==> src/hdl/mrpp_pkg.sv <==
// Shared types and constants for the MQTT receive packet parser.
// No dependencies; imported by mrpp_step and the top level.
package mrpp_pkg;

  // Remaining-length digits allowed before the length is malformed (1 to 4)
  localparam int MAX_LENGTH_DIGITS = 4;

  // Control packet types with a classified body
  localparam logic [3:0] PT_CONNACK  = 4'd2;
  localparam logic [3:0] PT_PUBLISH  = 4'd3;
  localparam logic [3:0] PT_PUBACK   = 4'd4;
  localparam logic [3:0] PT_PUBREC   = 4'd5;
  localparam logic [3:0] PT_PUBREL   = 4'd6;
  localparam logic [3:0] PT_PUBCOMP  = 4'd7;
  localparam logic [3:0] PT_SUBACK   = 4'd9;
  localparam logic [3:0] PT_UNSUBACK = 4'd11;

  localparam logic [1:0] QOS_0       = 2'd0;
  localparam logic [1:0] QOS_INVALID = 2'd3;
  localparam logic [7:0] RC_MAX      = 8'd5;
  localparam logic [2:0] RC_FAILED   = 3'd6;

  // Parser phase; its code is also the role of the byte seen in that phase
  typedef enum logic [3:0] {
    PH_HDR     = 4'd0,
    PH_LEN     = 4'd1,
    PH_TLEN_HI = 4'd2,
    PH_TLEN_LO = 4'd3,
    PH_TOPIC   = 4'd4,
    PH_ID_HI   = 4'd5,
    PH_ID_LO   = 4'd6,
    PH_PAYLOAD = 4'd7,
    PH_ACKF    = 4'd8,
    PH_RET     = 4'd9,
    PH_SUB     = 4'd10,
    PH_OTHER   = 4'd11
  } phase_t;

  typedef enum logic [1:0] {
    ERR_NONE   = 2'd0,
    ERR_LENGTH = 2'd1,
    ERR_QOS    = 2'd2,
    ERR_SHORT  = 2'd3
  } err_t;

  // Parser state carried from byte to byte
  typedef struct packed {
    phase_t      phase;
    logic [3:0]  header_type;
    logic [3:0]  header_flags;
    logic [27:0] length_accum;
    logic [1:0]  digit_count;
    logic [27:0] body_left;
    logic [15:0] topic_len;
    logic [15:0] topic_left;
    logic [15:0] packet_id;
    err_t        err;
    logic        session;
  } state_t;

  // One tagged byte
  typedef struct packed {
    logic [3:0]  byte_role;
    logic [7:0]  data_value;
    logic [3:0]  packet_type;
    logic [3:0]  packet_flags;
    logic [27:0] remaining_length;
    logic [15:0] topic_length;
    logic [15:0] packet_id;
    logic        session_present;
    logic [2:0]  return_code;
    logic [1:0]  error;
    logic        packet_end;
  } result_t;

endpackage

==> src/hdl/mqtt_receive_packet_parser.sv <==
// Top level of the MQTT receive packet parser: state register and output skid buffer.
// Depends on mrpp_pkg and mrpp_step.
//
//   channel | signals                         | payload
//   --------+---------------------------------+------------------------------------------
//   in      | in_valid, in_stall (driven out) | data_byte
//   out     | out_valid, out_stall (driven in)| byte_role, data_value, packet_type, ...
//
// One byte per cycle while the output does not stall; each byte's tag is registered.
// The per-byte state update is a single pass through mrpp_step into the state register.
// rst (synchronous) returns the parser to expecting a fixed header and empties the output.
// A stalled output keeps its tag; one more byte goes into the skid register, after
// which in_stall rises until the output drains.
module mqtt_receive_packet_parser
  import mrpp_pkg::*;
(
  input  logic        clk,
  input  logic        rst,
  input  logic        in_valid,
  output logic        in_stall,
  input  logic [7:0]  data_byte,
  output logic        out_valid,
  input  logic        out_stall,
  output logic [3:0]  byte_role,
  output logic [7:0]  data_value,
  output logic [3:0]  packet_type,
  output logic [3:0]  packet_flags,
  output logic [27:0] remaining_length,
  output logic [15:0] topic_length,
  output logic [15:0] packet_id,
  output logic        session_present,
  output logic [2:0]  return_code,
  output logic [1:0]  error,
  output logic        packet_end
);

  state_t  state;
  state_t  state_next;
  result_t res;
  result_t main_res;
  result_t skid_res;
  logic    skid_valid;
  logic    accept;
  logic    main_free;

  mrpp_step u_step (
    .cur       (state),
    .data_byte (data_byte),
    .nxt       (state_next),
    .res       (res)
  );

  assign in_stall  = skid_valid;
  assign accept    = in_valid && !skid_valid;
  assign main_free = !out_valid || !out_stall;

  // Parser state advances on each input transfer
  always_ff @(posedge clk) begin
    if (rst) begin
      state <= '0;
    end else if (accept) begin
      state <= state_next;
    end
  end

  // Output and skid valid flags
  always_ff @(posedge clk) begin
    if (rst) begin
      out_valid  <= 1'b0;
      skid_valid <= 1'b0;
    end else if (main_free) begin
      out_valid  <= skid_valid || accept;
      skid_valid <= 1'b0;
    end else if (accept) begin
      skid_valid <= 1'b1;
    end
  end

  // Output and skid payload
  always_ff @(posedge clk) begin
    if (main_free) begin
      if (skid_valid) main_res <= skid_res;
      else if (accept) main_res <= res;
    end else if (accept) begin
      skid_res <= res;
    end
  end

  assign byte_role        = main_res.byte_role;
  assign data_value       = main_res.data_value;
  assign packet_type      = main_res.packet_type;
  assign packet_flags     = main_res.packet_flags;
  assign remaining_length = main_res.remaining_length;
  assign topic_length     = main_res.topic_length;
  assign packet_id        = main_res.packet_id;
  assign session_present  = main_res.session_present;
  assign return_code      = main_res.return_code;
  assign error            = main_res.error;
  assign packet_end       = main_res.packet_end;

endmodule

==> src/hdl/mrpp_step.sv <==
// Per-byte next-state and tag logic of the MQTT receive packet parser.
// Purely combinational; uses mrpp_pkg.
module mrpp_step
  import mrpp_pkg::*;
(
  input  state_t     cur,
  input  logic [7:0] data_byte,
  output state_t     nxt,
  output result_t    res
);

  // First body phase for a packet type
  function automatic phase_t body_start(input logic [3:0] t);
    phase_t p;
    case (t)
      PT_PUBLISH: p = PH_TLEN_HI;
      PT_CONNACK: p = PH_ACKF;
      PT_PUBACK, PT_PUBREC, PT_PUBREL, PT_PUBCOMP, PT_SUBACK, PT_UNSUBACK: p = PH_ID_HI;
      default:    p = PH_OTHER;
    endcase
    return p;
  endfunction

  function automatic phase_t after_id(input logic [3:0] t);
    phase_t p;
    if (t == PT_PUBLISH) p = PH_PAYLOAD;
    else if (t == PT_SUBACK) p = PH_SUB;
    else p = PH_OTHER;
    return p;
  endfunction

  // Phases whose fields are still owed when the packet ends
  function automatic logic needs_more(input phase_t p);
    return (p == PH_TLEN_HI) || (p == PH_TLEN_LO) || (p == PH_TOPIC) ||
           (p == PH_ID_HI) || (p == PH_ID_LO) || (p == PH_ACKF) || (p == PH_RET);
  endfunction

  localparam logic [2:0] LastDigit = 3'(MAX_LENGTH_DIGITS);

  logic [27:0] digit_bits;
  logic [27:0] acc;
  logic [15:0] tl;
  logic [15:0] tl_dec;
  logic [27:0] bl_dec;
  logic [1:0]  qos;
  logic        topic_done;
  logic        finish;
  logic        pend;
  logic [2:0]  retcode;

  always_comb begin
    nxt        = cur;
    retcode    = '0;
    pend       = 1'b0;
    finish     = 1'b0;
    topic_done = 1'b0;
    qos        = cur.header_flags[2:1];
    tl         = {cur.topic_len[15:8], data_byte};
    tl_dec     = (cur.topic_left != '0) ? cur.topic_left - 16'd1 : cur.topic_left;
    bl_dec     = (cur.body_left != '0) ? cur.body_left - 28'd1 : cur.body_left;

    // 7-bit length digit placed by its position
    case (cur.digit_count)
      2'd0:    digit_bits = {21'd0, data_byte[6:0]};
      2'd1:    digit_bits = {14'd0, data_byte[6:0], 7'd0};
      2'd2:    digit_bits = {7'd0, data_byte[6:0], 14'd0};
      default: digit_bits = {data_byte[6:0], 21'd0};
    endcase
    acc = cur.length_accum | digit_bits;

    case (cur.phase)
      PH_HDR: begin
        nxt              = '0;
        nxt.header_type  = data_byte[7:4];
        nxt.header_flags = data_byte[3:0];
        nxt.phase        = PH_LEN;
      end
      PH_LEN: begin
        nxt.length_accum = acc;
        if (!data_byte[7]) begin
          nxt.body_left = acc;
          nxt.phase     = body_start(cur.header_type);
          if (acc == '0) begin
            pend   = 1'b1;
            finish = 1'b1;
          end
        end else if ({1'b0, cur.digit_count} + 3'd1 >= LastDigit) begin
          // continuation on the last allowed digit: malformed, restart
          nxt.err   = ERR_LENGTH;
          pend      = 1'b1;
          nxt.phase = PH_HDR;
        end else begin
          nxt.digit_count = cur.digit_count + 2'd1;
        end
      end
      default: begin
        case (cur.phase)
          PH_TLEN_HI: begin
            nxt.topic_len = {data_byte, 8'd0};
            nxt.phase     = PH_TLEN_LO;
          end
          PH_TLEN_LO: begin
            nxt.topic_len  = tl;
            nxt.topic_left = tl;
            if (tl == '0) topic_done = 1'b1;
            else nxt.phase = PH_TOPIC;
          end
          PH_TOPIC: begin
            nxt.topic_left = tl_dec;
            if (tl_dec == '0) topic_done = 1'b1;
          end
          PH_ID_HI: begin
            nxt.packet_id = {data_byte, 8'd0};
            nxt.phase     = PH_ID_LO;
          end
          PH_ID_LO: begin
            nxt.packet_id = {cur.packet_id[15:8], data_byte};
            nxt.phase     = after_id(cur.header_type);
          end
          PH_ACKF: begin
            nxt.session = data_byte[0];
            nxt.phase   = PH_RET;
          end
          PH_RET: begin
            retcode   = (data_byte > RC_MAX) ? RC_FAILED : data_byte[2:0];
            nxt.phase = PH_OTHER;
          end
          default: begin
          end
        endcase
        // topic complete: bad QoS, packet id, or straight to payload
        if (topic_done) begin
          if (qos == QOS_INVALID) begin
            nxt.err   = ERR_QOS;
            nxt.phase = PH_OTHER;
          end else if (qos == QOS_0) begin
            nxt.phase = PH_PAYLOAD;
          end else begin
            nxt.phase = PH_ID_HI;
          end
        end
        nxt.body_left = bl_dec;
        if (bl_dec == '0) begin
          pend   = 1'b1;
          finish = 1'b1;
        end
      end
    endcase

    // end of packet: flag missing fields, expect a new header
    if (finish) begin
      if (needs_more(nxt.phase) && (nxt.err == ERR_NONE)) nxt.err = ERR_SHORT;
      nxt.phase = PH_HDR;
    end
  end

  // Tag for this byte
  always_comb begin
    res.byte_role        = cur.phase;
    res.data_value       = data_byte;
    res.packet_type      = nxt.header_type;
    res.packet_flags     = nxt.header_flags;
    res.remaining_length = nxt.length_accum;
    res.topic_length     = nxt.topic_len;
    res.packet_id        = nxt.packet_id;
    res.session_present  = nxt.session;
    res.return_code      = retcode;
    res.error            = nxt.err;
    res.packet_end       = pend;
  end

endmodule
==> config.mk <==
export PLATFORM = sky130hd
export DESIGN_NAME = mqtt_receive_packet_parser
export DESIGN_NICKNAME = d
export VERILOG_FILES = /design/src/hdl/mrpp_pkg.sv /design/src/hdl/mqtt_receive_packet_parser.sv /design/src/hdl/mrpp_step.sv
export SDC_FILE = /design/constraint.sdc
export NUM_CORES = 1
export LEC_CHECK = 0
export BUFFER_PORTS_ARGS = -buffer_cell sky130_fd_sc_hd__buf_2
export CORE_UTILIZATION = 65
export CTS_CLUSTER_DIAMETER = 100
export CTS_CLUSTER_SIZE = 28
export DETAILED_ROUTE_END_ITERATION = 10
export PLACE_DENSITY = 0.85
export SLEW_MARGIN = 20
export SYNTH_ARGS = -nofsm -noshare
export SYNTH_HDL_FRONTEND = slang
export SYNTH_SLANG_ARGS = --single-unit
==> constraint.sdc <==
create_clock -name clk -period 8.6 [get_ports clk]
set_clock_uncertainty 0.05 [all_clocks]
set_input_delay 0 -clock clk [delete_from_list [all_inputs] [get_ports clk]]
set_output_delay 0 -clock clk [all_outputs]
set_load 0.01 [all_outputs]
# Yosys cells after proc, flatten, opt, wreduce, memory -nomap -nowiden
# Memories as Yosys holds them, arrays and structs flattened. A register that Yosys moved wholly into a read port is not among the register bits.
# Index checks and enable logic that the tools add are counted.
[word_totals]
out_inout_bits = 89
n_memories = 1
in_bits = 12
reg_bits = 297
mem_bits_ro = 64
elab_cells = 152
[memory_table]
columns = ["memory", "words", "width", "rd", "rd_ports_with_merged_regs", "wr", "line", "text"]
rows = [
  ["(no name shown)", 16, 4, 1, 1, 0, "mrpp_step.sv:15", "case (t)"],
]
[classes]
muxes = 51
magnitude_cmp = 2
bitwise = 3
n_eq_ne = 23
reduce_logical = 33
addsub = 4
[ops]
columns = ["op", "n"]
rows = [
  ["$mux W87", 2],
  ["$pmux W16 S2", 3],
  ["$pmux W48 S2", 1],
  ["$pmux W28 S3", 1],
  ["$pmux W30 S2", 1],
  ["$logic_not A28 Y1", 2],
  ["$mux W28", 2],
  ["$pmux W28 S2", 1],
  ["$mux W4", 9],
  ["$logic_not A16 Y1", 2],
  ["$or A28 B28 Y28", 1],
  ["$reduce_bool A28 Y1", 1],
  ["$sub A28 B1 Y28 const B", 1],
  ["$eq A4 B3 Y1 const B", 6],
  ["$pmux W4 S6", 1],
  ["$eq A4 B2 Y1 const B", 5],
  ["$eq A4 B4 Y1 const B", 5],
  ["$mux W2", 9],
  ["$mux W16", 1],
  ["$reduce_bool A16 Y1", 1],
  ["$sub A16 B1 Y16 const B", 1],
  ["$mux W1", 10],
  ["$mux W3", 3],
  ["$gt A8 B3 Y1 const B", 1],
  ["other kinds (23)", 46],
]

# Logic depth before layout (Yosys ltp)
# Gate-level depths: netlist (run 1).
[logic_depth]
depth_word = 20
ltp_mapped = 12
depth_no_buf = 11

# By module
# From an unflattened synthesis (run 1), not the netlist that was laid out.
[hier_totals]
hier_cells = 1650
area_unflattened_um2 = 16841.2
[by_module_without_submodules]
columns = ["module", "area_each_um2", "n_inst", "seq_area_each_um2", "cells_per_inst"]
rows = [
  ["mqtt_receive_packet_parser", 12139.1, 1, 7687.4, 830],
  ["mrpp_step", 4702.0, 1, 0.0, 820],
]

# Least setup slack after synthesis (run 1)
# Ideal clock, no wire load.
[synth_timing]
kind = "register to register"
startpoint = "reg skid_valid, in the netlist in_stall"
endpoint = "reg main_res (netlist bit byte_role[0]), enable pin"
path_buffers = 1
setup_time_ns = 0.561
stages_incl_launch_ff = 4
setup_slack_ns = 2.891
period_less_slack_ns = 5.709
t_required_ns = 7.989
arrival_time_ns = 5.098
path_cell_list = "dfxtp_1 clkbuf_1 nor2_1 a21oi_1"
[synth_via]
elab_chain_cells = 4
[synth_lines]
columns = ["item", "line", "text"]
rows = [
  ["from (decl)", "mqtt_receive_packet_parser.sv:42", "logic skid_valid;"],
  ["from (signal assigned)", "mqtt_receive_packet_parser.sv:70", "skid_valid <= 1'b0;"],
  ["from (signal assigned)", "mqtt_receive_packet_parser.sv:73", "skid_valid <= 1'b0;"],
  ["from (signal assigned)", "mqtt_receive_packet_parser.sv:75", "skid_valid <= 1'b1;"],
  ["$logic_not A1 Y1", "mqtt_receive_packet_parser.sv:54", "assign accept = in_valid && !skid_valid;"],
  ["$logic_and A1 B1 Y1", "mqtt_receive_packet_parser.sv:54", ""],
  ["$reduce_bool A2 Y1 (no source line) *", "--", ""],
  ["$reduce_and A2 Y1 (no source line) *", "--", ""],
  ["to (signal assigned)", "mqtt_receive_packet_parser.sv:82", "if (skid_valid) main_res <= skid_res;"],
  ["to (signal assigned)", "mqtt_receive_packet_parser.sv:83", "else if (accept) main_res <= res;"],
  ["to (decl)", "mqtt_receive_packet_parser.sv:40", "result_t main_res;"],
]
# Every way passes the cells marked *; elsewhere a longest branch is shown, timed or not.
# A chain may end at the register's enable or synchronous reset.

# Worst setup path after layout (run 1)
[layout_timing]
startpoint = "reg state[19] (netlist name)"
endpoint = "reg main_res (netlist bit error[1]) (data pin)"
[layout_via]
elab_chain_cells = 20
word_cells_on_any_way = 30
cone_classes = "add/sub: 1; eq/ne: 7; mux: 12; reduce/logical: 10"
[layout_lines]
columns = ["item", "line", "text"]
rows = [
  ["from (decl)", "mqtt_receive_packet_parser.sv:37", "state_t state;"],
  ["from (signal assigned)", "mqtt_receive_packet_parser.sv:62", "state <= state_next;"],
  ["$sub A16 B1 Y16 / $reduce_bool A16 Y1 (equally long branches)", "mrpp_step.sv:59", "tl_dec = (cur.topic_left != '0) ? cur.topic_left - 16'd1 : cur.topic_left;"],
  ["$mux W16 *", "mrpp_step.sv:59", ""],
  ["$logic_not A16 Y1 *", "mrpp_step.sv:110", "if (tl_dec == '0) topic_done = 1'b1;"],
  ["$mux W1 *", "mrpp_step.sv:110", ""],
  ["$pmux W1 S2 *", "mrpp_step.sv:97", "case (cur.phase)"],
  ["$mux W1 *", "mrpp_step.sv:71", "case (cur.phase)"],
  ["$mux W4", "mrpp_step.sv:132", "if (topic_done) begin"],
  ["$pmux W4 S2", "mrpp_step.sv:71", ""],
  ["$eq A4 B2 Y1", "mrpp_step.sv:34", "return (p == PH_TLEN_HI) || (p == PH_TLEN_LO) || (p == PH_TOPIC) ||"],
  ["$logic_or A1 B1 Y1 (3 in a row)", "mrpp_step.sv:34", ""],
  ["$logic_or A1 B1 Y1 (3 in a row)", "mrpp_step.sv:35", "(p == PH_ID_HI) || (p == PH_ID_LO) || (p == PH_ACKF) || (p == PH_RET);"],
  ["$logic_and A1 B1 Y1", "mrpp_step.sv:152", "if (needs_more(nxt.phase) && (nxt.err == ERR_NONE)) nxt.err = ERR_SHORT;"],
  ["$mux W2", "mrpp_step.sv:152", ""],
  ["$mux W2 *", "mrpp_step.sv:151", "if (finish) begin"],
  ["$mux W87 *", "mqtt_receive_packet_parser.sv:83", ""],
  ["$mux W87 *", "mqtt_receive_packet_parser.sv:82", ""],
]
# Every way passes the cells marked *; elsewhere a longest branch is shown, timed or not. The select of a mux whose other input is x is not followed.

==> impl_metrics.csv, run 1 <==
group,metric,value,unit
drt,drc_marker_count_from_the_first_detailed_route_iteration,1537,
logic_synthesis,syn_nets,1502,
hold_path,hold_start,"data_byte[1]",
layout,antennaDiodeCount,0,
logic_synthesis,synth-edff-count,174,
drt,finalWirelength,38600,um
floorplanning,initial_cell_density_of_the_core,66.0,%
critical_path,critical_path_origin,"state[19]",
hold_path,hold-path-endpoint,"skid_res[76]",
hold_path,worst_hold_path_type,"in -> reg",
pwr,power-per-cell-area,197,nW/um^2
sta,slew-limit-headroom,27.8,%
critical_path,crit_chain,"inv_1 > ha_1 > nor3b_1 > and4_1 > or4_1 > nand4_1 > or4_1 > and2_1 > o22a_1 > and4b_1 > o31a_1",
layout,layout_commonest_cell,"nor2_1",
placed_design,post_dp_cell_area,14900,um^2
global_routing,grt_use_total,33.8,%
cts,clock_tree.buffer_depth,3,
cts,cts_hold_repair.buffers,8,
critical_path,r2r-end,"error[1]",
cts,cts.sink_count,301,
logic_synthesis,synth.cell_area,14400,um^2
layout,nets,1531,
critical_path,setup.worst_path.start_class,"flop",
floorplanning,floorplan.core_area,21800,um^2
sta,report.final.slew_viol_count,0,
pwr,p_leak,0.00591,uW
sta,worst-slew-pin-transition,1080,ps
sta,hold_violations,0,
critical_path,depth_of_the_most_critical_reg_to_reg_path,11,
layout,area_used_by_multi_input_combinational_logic,6150,um^2
critical_path,crit_path_end_kind,"flop",
logic_synthesis,synth.yosys.seq_area_share,54.1,%
placed_design,gp_routability_congestion,0.915,
cts,clkLatencyLatePin,490,ps
logic_synthesis,synth_flop_cell,"edfxtp_1",
layout,num-fill-cells,1579,
global_routing,grt_max_degree,92,
sta,finalCritPeriodShare,47.9,%
layout,design_area,15500,um^2
drt,detail_route.vias_per_cell,6.63,
logic_synthesis,synth_cells,1482,
drt,firstDrtPassIters,8,
logic_synthesis,synthesis.area_per_instance,9.69,um^2
sta,fmax,243,MHz
placed_design,port_buffers,100,
critical_path,crit_fanout,10,
critical_path,r2r-start,"state[19]",
critical_path,critPathMaxStageDelay,750,ps
logic_synthesis,synth_warnings,0,
global_routing,grt_first_pass_wirelength,59500,um
logic_synthesis,ys_seq_elements,301,
critical_path,critical_path.most_common_cell,"or4_1",
layout,drive_above_1_share,16.1,%
sta,timing.setup.tns,0,ps
hold_path,holdPathStages,1,
outcome,outcome,"finished clean",
job,maxCapViolCount,0,
global_routing,grt_antenna_before_repair,0,
drt,routed-via-count,11900,
global_routing,grt_pass1_vias,10900,
critical_path,crit_slowest_cell,"nor3b_1",
sta,min_period,4120,ps
logic_synthesis,async_flop_share,0,%
floorplanning,floorplan.die_area,22700,um^2
critical_path,crit_type,"reg -> reg",
cts,clock_tree.htree_level_count,1,
floorplanning,floorplan.io_pins,101,
layout,final-seq-area,7770,um^2
global_routing,grt_overflow_total,0,
critical_path,worst_ep_required_time,8810,ps
cts,cts_tree,"done",
cts,tritoncts.num_buffers,14,
sta,report.final.setup_viol,0,
floorplanning,fp-row-count,54,
pwr,finalPower,3040,uW
layout,flow.area_growth_from_synthesis,7.68,%
drt,wire_per_inst,21.4,um
logic_synthesis,post_synth_num_cell_types,70,
floorplanning,chipHeight,151,um
critical_path,critical_path.top_delay_family,"simple AND/OR/NAND/NOR gates",
critical_path,crit_arrival,4330,ps
placed_design,dpl.hpwl,24300,um
drt,antenna_left,0,
critical_path,r2r_slack,4480,ps
cts,post_cts_resize_count,0,
sta,unrepaired_setup_endpoints_after_global_routing,"false",
layout,layout.cells.most_common_list,"nor2_1, nand2_1, edfxtp_1, dfxtp_1, a21oi_1",
pwr,peakVddDrop,0.140,mV
cts,cts_post_setup_buffers_inserted,0,
cts,clock-root-buffer,"clkbuf_16",
critical_path,buffer_and_inverter_count_on_the_worst_path,1,
floorplanning,fp.dieW,151,um
cts,cts.clk_slew.worst_paths,110,ps
drt,post-route-drc-count,0,
-- per-stage QoR --
step / hold slack (ps) / instances / utilization, % / setup slack, ps
2_1_floorplan: 48.9 / 1482 / - / 2890
3_3_place_gp: 350 / 1765 / 68.6 / 4650
3_5_place_dp: 351 / 1765 / 68.6 / 4530
4_1_cts: 8.14 / 1797 / 71.0 / 4530
5_1_grt: 9.31 / 1799 / 71.1 / 4220
6_report: 47.5 / 1799 / 71.1 / 4480
-- worst max-delay path by stage --
| stage | end | slack [ps] | depth (start not counted) |
|---|---|---|---|
| final | error[1] | 4480 | 11 |
| after global routing | error[1] | 4220 | 11 |
| after CTS | error[1] | 4530 | 11 |
| after detailed placement | error[1] | 4530 | 11 |
| after global placement | error[1] | 4650 | 11 |
| after floorplan | byte_role[0] | 2890 | 3 |
-- logic make-up (layout without fill, tap and decap cells) --
kind of cell	after synthesis	after routing	synth area share (%)
simple gates	597	597	19.0
compound gates	360	360	15.8
flops	301	301	54.1
buf+inv	125	162	3.35
mux	87	87	6.80
fa+ha+maj	8	8	0.697
xor+xnor	4	4	0.244
-- cell usage after synthesis, drive strengths merged, types with 10 or more instances --
cell type / n / area [um^2]
a21o: 20 / 150
a21oi: 107 / 536
a22o: 18 / 158
a22oi: 52 / 390
a31oi: 18 / 113
buf: 15 / 68.8
clkbuf: 94 / 353
dfxtp: 127 / 2540
edfxtp: 174 / 5230
inv: 15 / 56.3
mux2: 84 / 946
nand2: 189 / 709
nand3: 27 / 135
nor2: 210 / 788
nor2b: 15 / 93.8
nor3: 48 / 240
nor4: 20 / 144
o21ai: 84 / 420
o31ai: 15 / 126
or2: 10 / 62.6
or3: 17 / 108
or4: 13 / 103
-- metal layers --
metal | track usage, % | vias up | share of wire (%)
li1 | - | 5425 | -
met1 | 49.0 | 5707 | 41
met2 | 53.1 | 704 | 46
met3 | 4.33 | 95 | 10
met4 | 9.60 | 0 | 2.4
met5 | 0 | - | 0
-- registers in the layout, summed over array words and instances (netlist names), named ones only --
name and flops:
packet_id 16, error 2, remaining_length 28, packet_type 4
return_code 3, out_valid 1, in_stall 1, packet_flags 4
session_present 1, byte_role 4, topic_length 16, packet_end 1
state 121, data_value 8, skid_res 87
-- report_power, final --
group | switching [uW] | internal [uW]
logic | 397 | 201
clock network | 442 | 359
registers | 45.2 | 1590
-- area by class of cell --
class                      count  area share, %
sequential                   301           50.2
multi-input combinational   1056           39.8
timing repair buffer         122           4.51
clock buffer                  22           2.60
tap                          280           2.27
inverter                      16          0.388
clock inverter                 2          0.227
(Power assumes the default switching activity.)
==> run 2: changes to the inputs <==
--- a/config.mk
+++ b/config.mk
@@ -6,11 +6,11 @@
 export NUM_CORES = 1
 export LEC_CHECK = 0
 export BUFFER_PORTS_ARGS = -buffer_cell sky130_fd_sc_hd__buf_2
-export CORE_UTILIZATION = 65
+export CORE_UTILIZATION = 55
 export CTS_CLUSTER_DIAMETER = 100
 export CTS_CLUSTER_SIZE = 28
 export DETAILED_ROUTE_END_ITERATION = 10
-export PLACE_DENSITY = 0.85
+export PLACE_DENSITY = 0.77
 export SLEW_MARGIN = 20
 export SYNTH_ARGS = -nofsm -noshare
 export SYNTH_HDL_FRONTEND = slang
==> constraint.sdc (replaced) <==
create_clock -name clk -period 3.68 [get_ports clk]
set_clock_uncertainty 0.05 [all_clocks]
set_input_delay 0 -clock clk [delete_from_list [all_inputs] [get_ports clk]]
set_output_delay 0 -clock clk [all_outputs]
set_load 0.01 [all_outputs]
==> impl_metrics.csv, run 2 (synthesized netlist as in run 1, its figures left out) <==
group,metric,value,unit
outcome,outcome,"finished clean",
critical_path,crit_type,"reg -> reg",
critical_path,depth_of_the_most_critical_reg_to_reg_path,9,
cts,cts_post_setup_buffers_inserted,0,
placed_design,gp_routability_congestion,0.897,
critical_path,crit_path_end_kind,"flop",
global_routing,grt_use_total,28.7,%
layout,top_register,"state",
critical_path,r2r-end,"error[1]",
sta,fin_ws,136,ps
global_routing,grt_first_pass_wirelength,60400,um
drt,antenna_left,0,
sta,unrepaired_setup_endpoints_after_global_routing,"false",
pwr,peakVddDrop,0.332,mV
global_routing,grt_max_degree,88,
floorplanning,floorplan.die_area,26800,um^2
critical_path,crit_fanout,6,
sta,report.final.slew_viol_count,0,
sta,timing.setup.tns,0,ps
pwr,p_leak,0.00613,uW
layout,final_util,62.5,%
sta,report.final.setup_viol,0,
critical_path,worst_ep_required_time,4010,ps
sta,fmax,282,MHz
drt,post-route-drc-count,0,
layout,layout.cells.most_common_list,"nor2_1, nand2_1, edfxtp_1, dfxtp_1, a21oi_1",
layout,drive_above_1_share,18.7,%
sta,hold_violations,0,
cts,cts.clk_slew.worst_paths,110,ps
critical_path,r2r_slack,140,ps
critical_path,crit_arrival,3870,ps
cts,clock_tree.htree_level_count,1,
layout,largest_reg_flops,121,
hold_path,hold-path-endpoint,"skid_res[77]",
global_routing,grt_antenna_before_repair,0,
drt,routed-via-count,11900,
hold_path,hold_start,"data_byte[2]",
critical_path,crit_slowest_cell,"or4_2",
critical_path,critPathMaxStageDelay,720,ps
critical_path,r2r-start,"state[74]",
critical_path,setup.worst_path.start_class,"flop",
floorplanning,initial_cell_density_of_the_core,56.5,%
layout,layout_commonest_cell,"nor2_1",
global_routing,grt_pass1_vias,11000,
sta,finalCritPeriodShare,96.3,%
layout,final-seq-area,7770,um^2
cts,cts.sink_count,301,
global_routing,grt_overflow_total,0,
hold_path,worst_hold_path_type,"in -> reg",
floorplanning,fp-row-count,58,
placed_design,port_buffers,100,
sta,slew-limit-headroom,35.4,%
cts,clkLatencyLatePin,500,ps
drt,wire_per_inst,20.4,um
layout,area_used_by_multi_input_combinational_logic,6160,um^2
cts,cts_tree,"done",
floorplanning,fp.dieW,164,um
cts,tritoncts.num_buffers,15,
placed_design,post-place-ws,113,ps
floorplanning,floorplan.core_area,25400,um^2
placed_design,post_dp_cell_area,15300,um^2
sta,worst-slew-pin-transition,969,ps
drt,finalWirelength,38600,um
pwr,finalPower,7200,uW
floorplanning,chipHeight,164,um
placed_design,dpl.hpwl,25100,um
drt,firstDrtPassIters,6,
pwr,power-per-cell-area,454,nW/um^2
sta,min_period,3540,ps
job,maxCapViolCount,0,
layout,antennaDiodeCount,0,
cts,clock_tree.buffer_depth,3,
layout,num-fill-cells,2061,
layout,design_area,15900,um^2
drt,detail_route.vias_per_cell,6.29,
floorplanning,floorplan.io_pins,101,
hold_path,holdPathStages,1,
cts,clock-root-buffer,"clkbuf_16",
drt,drc_marker_count_from_the_first_detailed_route_iteration,1587,
layout,nets,1576,
layout,flow.area_growth_from_synthesis,10.5,%
critical_path,crit_chain,"or4_2 > or4_4 > o311a_1 > mux2i_1 > o2111ai_1 > nor4_2 > a21o_1 > and4b_1 > o31a_1",
==> run 2: changes by cell type in the layout (fill, tap and decap cells not counted), sizes merged <==
| cell | change |
|---|---|
| buf | +46 |
| clkbuf | -1 |
| bufinv | -1 |
| clkinv | +3 |
| dlygate4sd3 | -2 |
==> run 2: metrics by stage <==
step	instances	hold slack, ps
2_1_floorplan	1482	48.9
3_3_place_gp	1861	357
3_5_place_dp	1861	358
4_1_cts	1894	2.87
5_1_grt	1894	5.87
6_report	1894	30.2
==> run 2: layout make-up <==
class                      count  area share [%]
timing repair buffer         166            6.49
clock inverter                 4           0.307
sequential                   301            48.9
multi-input combinational   1056            38.8
tap                          330            2.60
inverter                      16           0.378
clock buffer                  21            2.51
==> run 2: where the power goes <==
group / internal (uW) / total [uW] / switching (uW)
clock network: 790 / 1880 / 1080
logic: 555 / 1520 / 967
registers: 3720 / 3810 / 82.6
==> run 2: critical path: cells and delay by family (launching register included) <==
kind	cells	cell delay, ps
multiplexers	1	180
flip-flops	1	350
AO/OA/AOI/OAI	4	920
AND/OR/NAND/NOR	4	1920
==> run 2: layer usage <==
layer	GRT usage (%)	vias up	wire length, um
met1	42.2	5690	16900
met4	8.04	0	762
li1	-	5522	-
met2	43.7	613	17200
met3	4.55	89	3630
met5	0	-	0
==> run 2: worst max-delay path by stage <==
stage / start / to / cells after the start
3_5_place_dp: state[20] / error[0] / 13
6_report: state[74] / error[1] / 9
3_3_place_gp: state[20] / error[0] / 13
5_1_grt: state[20] / error[1] / 13
2_1_floorplan: state[19] / error[1] / 12
4_1_cts: state[20] / error[0] / 13
==> run 2: what timing repair did <==
| item | in CTS | in global routing |
|---|---|---|
| hold buffers | 8 | 0 |
| hold endpoints to repair | 47 | 0 |
| endpoints found under the setup margin | 0 | 1 |
| resized for setup | 0 | 1 |
